--- config.mk ---
export PLATFORM = sky130hd
export DESIGN_NAME = lobm_cell
export DESIGN_NICKNAME = d
export VERILOG_FILES = /design/src/sv/lobm_pkg.sv /design/src/sv/lobm_cell.sv
export SDC_FILE = /design/constraint.sdc
export NUM_CORES = 1
export LEC_CHECK = 0
export BUFFER_PORTS_ARGS = -buffer_cell sky130_fd_sc_hd__buf_2
export CORE_UTILIZATION = 35
export CTS_CLUSTER_DIAMETER = 120
export DETAILED_ROUTE_END_ITERATION = 6
export PLACE_DENSITY_LB_ADDON = 0.2
export SYNTH_ARGS = -nofsm -noshare
export SYNTH_HDL_FRONTEND = slang
export SYNTH_SLANG_ARGS = --single-unit
--- constraint.sdc ---
create_clock -name clk_i -period 3 [get_ports clk_i]
set_input_delay 0 -clock clk_i [delete_from_list [all_inputs] [get_ports clk_i]]
set_output_delay 0 -clock clk_i [all_outputs]
set_load 0.01 [all_outputs]
--- src/sv/lobm_pkg.sv ---
`timescale 1ns / 1ps
`default_nettype none

package lobm_pkg;

  // Request kinds carried in s_axis_tuser
  typedef enum logic [1:0] {
    OP_LIMIT      = 2'd0,
    OP_MARKET     = 2'd1,
    OP_CANCEL_ID  = 2'd2,
    OP_CANCEL_POS = 2'd3
  } op_e;

  typedef enum logic [2:0] {
    STS_OK        = 3'd0,
    STS_BAD_PRICE = 3'd1,
    STS_BAD_QTY   = 3'd2,
    STS_NOT_FOUND = 3'd3,
    STS_BOOK_FULL = 3'd4
  } status_e;

  // What the scan token looks for
  typedef enum logic [1:0] {
    SRCH_MATCH = 2'd0,  // best price on a side, then oldest
    SRCH_ID    = 2'd1,  // first live slot with a given id
    SRCH_RANK  = 2'd2   // oldest at a level, newer than a threshold key
  } srch_e;

  typedef enum logic [1:0] {
    UPD_NONE  = 2'd0,
    UPD_WRITE = 2'd1,
    UPD_QTY   = 2'd2,   // new quantity, zero frees the slot
    UPD_CLEAR = 2'd3
  } upd_e;

  localparam logic REC_FILL  = 1'b0;
  localparam logic REC_FINAL = 1'b1;

  typedef struct packed {
    srch_e       mode;
    logic        side;
    logic [7:0]  price;
    logic [31:0] id;
    logic        thr_valid;
    logic [31:0] thr_id;
  } query_t;

  typedef struct packed {
    logic        hit;
    logic [7:0]  price;
    logic [31:0] id;
    logic [31:0] qty;
    logic [15:0] owner;
  } token_t;

  typedef struct packed {
    upd_e        op;
    logic        side;
    logic [7:0]  price;
    logic [31:0] id;
    logic [31:0] qty;
    logic [15:0] owner;
  } upd_t;

endpackage

`default_nettype wire

--- src/sv/lobm_cell.sv ---
`timescale 1ns / 1ps
`default_nettype none

// One order slot plus one stage of the search token pipeline.
module lobm_cell #(
  parameter int unsigned IDX_W    = 5,
  parameter int unsigned CELL_IDX = 0
) (
  input  wire logic                 clk_i,
  input  wire logic                 rst_ni,
  input  wire lobm_pkg::query_t     qry_i,
  input  wire logic [IDX_W-1:0]     thr_idx_i,
  input  wire lobm_pkg::upd_t       upd_i,
  input  wire logic [IDX_W-1:0]     upd_idx_i,
  input  wire lobm_pkg::token_t     tok_i,
  input  wire logic [IDX_W-1:0]     tok_idx_i,
  output lobm_pkg::token_t          tok_o,
  output logic [IDX_W-1:0]          tok_idx_o,
  output logic                      valid_o
);
  import lobm_pkg::*;

  localparam logic [IDX_W-1:0] MY_IDX = IDX_W'(CELL_IDX);

  logic        valid_q;
  logic        side_q;
  logic [7:0]  price_q;
  logic [31:0] id_q;
  logic [31:0] qty_q;
  logic [15:0] owner_q;
  token_t      tok_q;
  logic [IDX_W-1:0] tok_idx_q;

  logic sel;
  logic cand;
  logic better;

  assign sel = (upd_idx_i == MY_IDX);

  always_comb begin
    cand   = 1'b0;
    better = 1'b0;
    case (qry_i.mode)
      SRCH_MATCH: begin
        cand = valid_q && (side_q == qry_i.side);
        // ask makers: lowest price wins; bid makers: highest
        if (qry_i.side) begin
          better = (price_q < tok_i.price) ||
                   ((price_q == tok_i.price) && (id_q < tok_i.id));
        end else begin
          better = (price_q > tok_i.price) ||
                   ((price_q == tok_i.price) && (id_q < tok_i.id));
        end
      end
      SRCH_ID: begin
        cand   = valid_q && (id_q == qry_i.id);
        better = 1'b0;
      end
      SRCH_RANK: begin
        cand = valid_q && (side_q == qry_i.side) && (price_q == qry_i.price) &&
               (!qry_i.thr_valid || (id_q > qry_i.thr_id) ||
                ((id_q == qry_i.thr_id) && (MY_IDX > thr_idx_i)));
        better = (id_q < tok_i.id);
      end
      default: begin
        cand   = 1'b0;
        better = 1'b0;
      end
    endcase
  end

  always_ff @(posedge clk_i or negedge rst_ni) begin
    if (!rst_ni) begin
      valid_q <= 1'b0;
    end else begin
      case (upd_i.op)
        UPD_CLEAR: valid_q <= 1'b0;
        UPD_WRITE: if (sel) valid_q <= 1'b1;
        UPD_QTY:   if (sel) valid_q <= |upd_i.qty;
        default:   valid_q <= valid_q;
      endcase
    end
  end

  always_ff @(posedge clk_i) begin
    if (upd_i.op == UPD_WRITE && sel) begin
      side_q  <= upd_i.side;
      price_q <= upd_i.price;
      id_q    <= upd_i.id;
      qty_q   <= upd_i.qty;
      owner_q <= upd_i.owner;
    end else if (upd_i.op == UPD_QTY && sel) begin
      qty_q <= upd_i.qty;
    end
    if (cand && (!tok_i.hit || better)) begin
      tok_q     <= '{hit: 1'b1, price: price_q, id: id_q, qty: qty_q, owner: owner_q};
      tok_idx_q <= MY_IDX;
    end else begin
      tok_q     <= tok_i;
      tok_idx_q <= tok_idx_i;
    end
  end

  assign tok_o     = tok_q;
  assign tok_idx_o = tok_idx_q;
  assign valid_o   = valid_q;

endmodule

`default_nettype wire

After elaboration in Yosys (flattened, before gate mapping)
Cells that the tools add are included.
{"block": "word_totals", "register_bits": 184, "input_bits": 273, "out_inout_bits": 95}
{"block": "classes", "magnitude_cmp": 5, "eq_ne": 12, "muxes": 9, "n_reduce_logical": 22}
{"op": "$mux 88", "count": 1}
{"op": "$eq 32x32->1", "count": 2}
{"op": "$mux 32", "count": 2}
{"op": "$gt 32x32->1", "count": 1}
{"op": "$lt 32x32->1", "count": 1}
{"op": "$reduce_or 32->1", "count": 1}
{"op": "$eq 8x8->1", "count": 2}
{"op": "$logic_and 1x1->1", "count": 9}
{"op": "$gt 8x8->1", "count": 1}
{"op": "$lt 8x8->1", "count": 1}
{"op": "$eq 2x2->1 const B", "count": 3}
{"op": "$pmux 1 s3", "count": 2}
{"op": "$gt 1x5->1 const A", "count": 1}
{"op": "$logic_not 5->1", "count": 1}
{"op": "$logic_or 1x1->1", "count": 5}
{"op": "$eq 2x1->1 const B", "count": 2}
{"op": "$ne 2x2->1 const B", "count": 2}
{"op": "$mux 1", "count": 3}
{"op": "$reduce_and 3->1", "count": 1}
{"op": "$reduce_bool 3->1", "count": 1}
{"op": "$logic_not 1->1", "count": 2}
{"op": "$logic_not 2->1", "count": 1}
{"op": "$pmux 1 s2", "count": 1}
{"op": "$reduce_bool 2->1", "count": 1}
{"op": "$eq 1x1->1", "count": 1}

Logic depth before layout (Yosys ltp)
{"block": "depth", "depth_word": 8, "depth_mapped": 11, "mapped_depth_nobuf": 9}

Worst setup path before layout
OpenSTA, ideal clock, no wires.
{"block": "synth_timing", "path_type": "input to register", "startpoint": "input upd_idx_i[0]", "endpoint": "register qty_q[0], enable pin", "t_arrival_ps": 2857, "path_slack_ps": -320, "path_stages": 2, "path_buffers": 0, "path_cell_list": "or4_1 -> nor3_1"}
{"block": "synth_between", "elab_chain_len": 3, "word_cells_on_any_way": 4, "classes_between": "reduce/logical (4)"}
{"element": "start: declaration", "line_no": "lobm_cell.sv:14", "rtl": "input wire logic [IDX_W-1:0] upd_idx_i,"}
{"element": "$logic_not 5->1 *", "line_no": "lobm_cell.sv:38", "rtl": "assign sel = (upd_idx_i == MY_IDX);"}
{"element": "$logic_and 1x1->1 (on tied branches)", "line_no": "lobm_cell.sv:86, lobm_cell.sv:92"}
{"element": "$reduce_bool 2->1 (no line) *"}
{"element": "end signal: assignment", "line_no": "lobm_cell.sv:90", "rtl": "qty_q <= upd_i.qty;"}
{"element": "end signal: assignment", "line_no": "lobm_cell.sv:93", "rtl": "qty_q <= upd_i.qty;"}
{"element": "end: declaration", "line_no": "lobm_cell.sv:29", "rtl": "logic [31:0] qty_q;"}
Mark *: on every way between the ends. The rest lies on a longest branch, timed or not.
A chain may end at the register's enable or synchronous reset.

Worst setup path after layout
{"block": "layout_timing", "startpoint": "register id_q[29]", "endpoint": "register tok_q (netlist bit tok_o[4])"}
{"block": "layout_between", "elab_chain_len": 8, "word_cells_on_any_way": 18, "classes_between": "order compare (2); eq/ne (2); mux (4); reduce/logical (10)"}
{"element": "start: declaration", "line_no": "lobm_cell.sv:28", "rtl": "logic [31:0] id_q;"}
{"element": "start signal: assignment", "line_no": "lobm_cell.sv:89", "rtl": "id_q <= upd_i.id;"}
{"element": "$lt 32x32->1", "line_no": "lobm_cell.sv:49, lobm_cell.sv:52, lobm_cell.sv:63"}
{"element": "$logic_and 1x1->1", "line_no": "lobm_cell.sv:49, lobm_cell.sv:52"}
{"element": "$logic_or 1x1->1 (on tied branches)", "line_no": "lobm_cell.sv:51, lobm_cell.sv:48"}
{"element": "$mux 1", "line_no": "lobm_cell.sv:47", "rtl": "if (qry_i.side) begin"}
{"element": "$pmux 1 s2", "line_no": "lobm_cell.sv:43", "rtl": "case (qry_i.mode)"}
{"element": "$logic_or 1x1->1", "line_no": "lobm_cell.sv:95", "rtl": "if (cand && (!tok_i.hit || better)) begin"}
{"element": "$logic_and 1x1->1 *", "line_no": "lobm_cell.sv:95"}
{"element": "$mux 88 *", "line_no": "lobm_cell.sv:95"}
{"element": "end signal: assignment", "line_no": "lobm_cell.sv:96", "rtl": "tok_q <= '{hit: 1'b1, price: price_q, id: id_q, qty: qty_q, owner: owner_q};"}
{"element": "end signal: assignment", "line_no": "lobm_cell.sv:99", "rtl": "tok_q <= tok_i;"}
{"element": "end: declaration", "line_no": "lobm_cell.sv:31", "rtl": "token_t tok_q;"}
Marked as above.

==> summary.md <==
| Metric | Value |
|---|---|
| Status | completed |
| Pins Over Slew Limit | 0 |
| Final worst path period share | 98.0% |
| Hpwl dp | 19,000 µm |
| Least-Margin Pin Slew | 0.483 ns |
| R2R cell count | 10 |
| Finished Cell Area | 13,600 µm² |
| Yosys reg bits | 184 |
| Synth area leaders | edfxtp_1, dfxtp_1, ha_1 |
| Yosys warnings | 0 |
| Root buf cell | clkbuf_16 |
| WS Path Type | register to register |
| FP Rows | 55 |
| Drt pass-1 iters | 4 |
| Final core utilization | 59.5% |
| CP required | 3.32 ns |
| Library cells used by synthesis | 46 |
| Number of CTS-inserted buffers | 17 |
| Nets | 1,589 |
| Min Clock Period, post-route | 2.94 ns |
| Most frequent cells in the layout | buf_2, dlygate4sd3_1, dfxtp_1 |
| RSZ-0062 raised after global routing | yes |
| ANT nets after route | 0 |
| Cells after Synth | 630 |
| Fraction of layout cells with a size suffix above 1 | 39.4% |
| Total track usage | 21.5% |
| Final setup violation count | 0 |
| Core area | 22,800 µm² |
| Crit path buffers/inverters | 2 |
| GP Congestion | 0.812 |
| Aggregate routed wire length | 27,100 µm |
| CP peak stage delay | 0.51 ns |
| Mapped Area | 8160 µm² |
| Top cell type by total area after synthesis | edfxtp_1 |
| CTS max path bufs | 2 |
| CP arrival | 3.26 ns |
| Slowest-stage cell, CP | edfxtp_1 |
| Leak pwr | 6.24 nW |
| Grt total ovfl | 0 |
| Sequential area share after synthesis | 56.1% |
| Crit. End Element | register |
| Worst slew margin | 67.7% |
| Setup TNS | 0 ns |
| Chip height | 155 µm |
| Via density | 4.52 |
| CTS tree | done |
| Most common cell after layout, fill and taps aside | buf_2 |
| WP depth | 10 |
| CP Cell Sequence | ha_4, a21oi_2, nand2_1, a211o_1, or4_4, o211ai_4, o2bb2ai_4, buf_12, clkbuf_16, mux2_2 |
| Main flop type after synthesis | dfxtp_1 |
| Hold Slack | 0.162 ns |
| Setup Skew | 0.0180 ns |
| First-pass GRT wire length | 38,700 µm |
| Peak Freq | 0.340 GHz |
| Via count | 7,093 |
| Port bufs | 362 |
| Area Overhead vs Synth | 66.1% |
| Async S/R FF share, synth | 0.543% |
| Startpoint types | register |
| Yosys top cell area share | 32.7% |
| Antenna violations before repair | 2 |
| Final std cells w/o fill | 1,570 |
| Clk Latency, worst-skew pair | 0.43 ns |
| Pwr Density | 425 nW/µm² |
| CTS clk-pin slew, worst paths | 0.07 ns |
| Synthesized net count | 977 |
| EDFF count, synth | 89 |
| Largest net degree at the start of global routing | 33 |
| Max cap viols | 0 |
| Detailed Route Iter0 Violations | 254 |
| Mean post-synth cell area | 13.0 µm² |
| Vias in the first global route | 7,378 |
| Worst min-delay path class | input pin to register |
| DP Cell Count | 1,325 |
| CTS Sinks | 184 |
| Final Hold Fails | 0 |
| I/O Pins | 368 |
| Initial core utilization | 35.8% |
| Placed Area | 10,600 µm² |
| H-Tree Depth | 4 |
| Overall die area | 23,900 µm² |
| Worst Hold Depth | 5 |
| Routed length per placed instance | 17.2 µm |
| Crit-path max FO | 7 |
| Top cell family by delay on the critical path | compound AO/OA/AOI/OAI gates |
| Die W | 155 µm |
| # DRC | 0 |
| Peak supply drop | 0.325 mV |
[where the power goes]
group          switching, mW  internal (mW)
Sequential            0.0228           2.70
Combinational          0.313          0.458
Clock                   1.13           1.13
Total                   1.47           4.29
[Yosys cell counts, drive strengths merged, types with 2 or more instances]
master    n
edfxtp   89
a21o      4
ha       74
nand3     7
o21bai    2
a2111oi   3
inv      74
and2      6
nor2     12
a211oi    3
mux2     88
o211ai    3
o21ai    13
a21oi    25
nand4    16
nor3      5
buf      10
nor4     20
xor2     37
nor2b     2
nand2    17
dfxtp    94
a211o     2
xnor2     4
or4       3
[kinds of logic (layout without fill, tap and decap cells)]
logic type / count (synthesis) / after routing / synth area share, %
fa+ha+maj: 74 / 74 / 11.3
xor+xnor: 41 / 41 / 4.40
flops: 184 / 184 / 56.1
other cells: 0 / 2 / 0
buf+inv: 84 / 709 / 4.58
mux: 89 / 89 / 12.3
compound gates: 65 / 65 / 5.13
simple gates: 93 / 93 / 6.19
[cell type report]
| type | count | area, µm² |
|---|---|---|
| Clock buffer | 18 | 429 |
| Sequential cell | 184 | 4580 |
| Multi-Input combinational cell | 362 | 3430 |
| Clock inverter | 14 | 175 |
| Timing Repair Buffer | 603 | 4270 |
| Antenna cell | 2 | 5.00 |
| Tap cell | 313 | 392 |
| Inverter | 74 | 278 |
| Fill cell | 1858 | 9220 |
[registers in the layout (all words and copies together) (netlist names)]
name,cells
id_q,32
side_q,1
price_q,8
tok_idx_o,5
qty_q,32
owner_q,16
valid_o,1
tok_o,89
[per-layer routing]
metal / part of all wire, % / global-route usage, % / vias to the layer above
li1: - / - / 3512
met1: 41 / 24.9 / 3282
met2: 50 / 38.6 / 260
met3: 6.1 / 6.08 / 39
met4: 2.3 / 6.32 / 0
met5: 0 / 0 / -
[per-stage QoR]
step                      total power [mW]  setup WS [ns]
after floorplan                       3.00          0.244
after global placement                3.33        -0.0492
after detailed placement              3.33        -0.0175
after CTS                             5.80        0.00474
after global routing                  6.00        -0.0314
final                                 5.76         0.0603
[worst paths after layout]
kind                       slack (ns)        end       from
max                              0.06   tok_o[4]   id_q[29]
min                              0.16    valid_o  upd_i[90]
max reg2reg                      0.06   tok_o[4]   id_q[29]
min reg2reg                      0.45  tok_o[37]  qty_q[21]
max in group asynchronous        2.48    valid_o     rst_ni
min in group asynchronous        0.42    valid_o     rst_ni
[repair_timing]
item,4_1_cts,5_1_grt
endpoints found under the setup margin,35,87
resized for setup,2,33
hold buffers,186,0
gates cloned,0,7
endpoints found under the hold margin,185,0
pin swaps,1,12
buffers inserted,1,17
[worst min-delay path: cells and delay by family]
kind	cells	cell delay (ns)
AO/OA/AOI/OAI	2	0.25
adder cells (fa/ha/maj)	1	0.13
buffers and inverters	1	0.09
AND/OR/NAND/NOR	1	0.07
No activity file was read; power rests on OpenSTA's default activity.
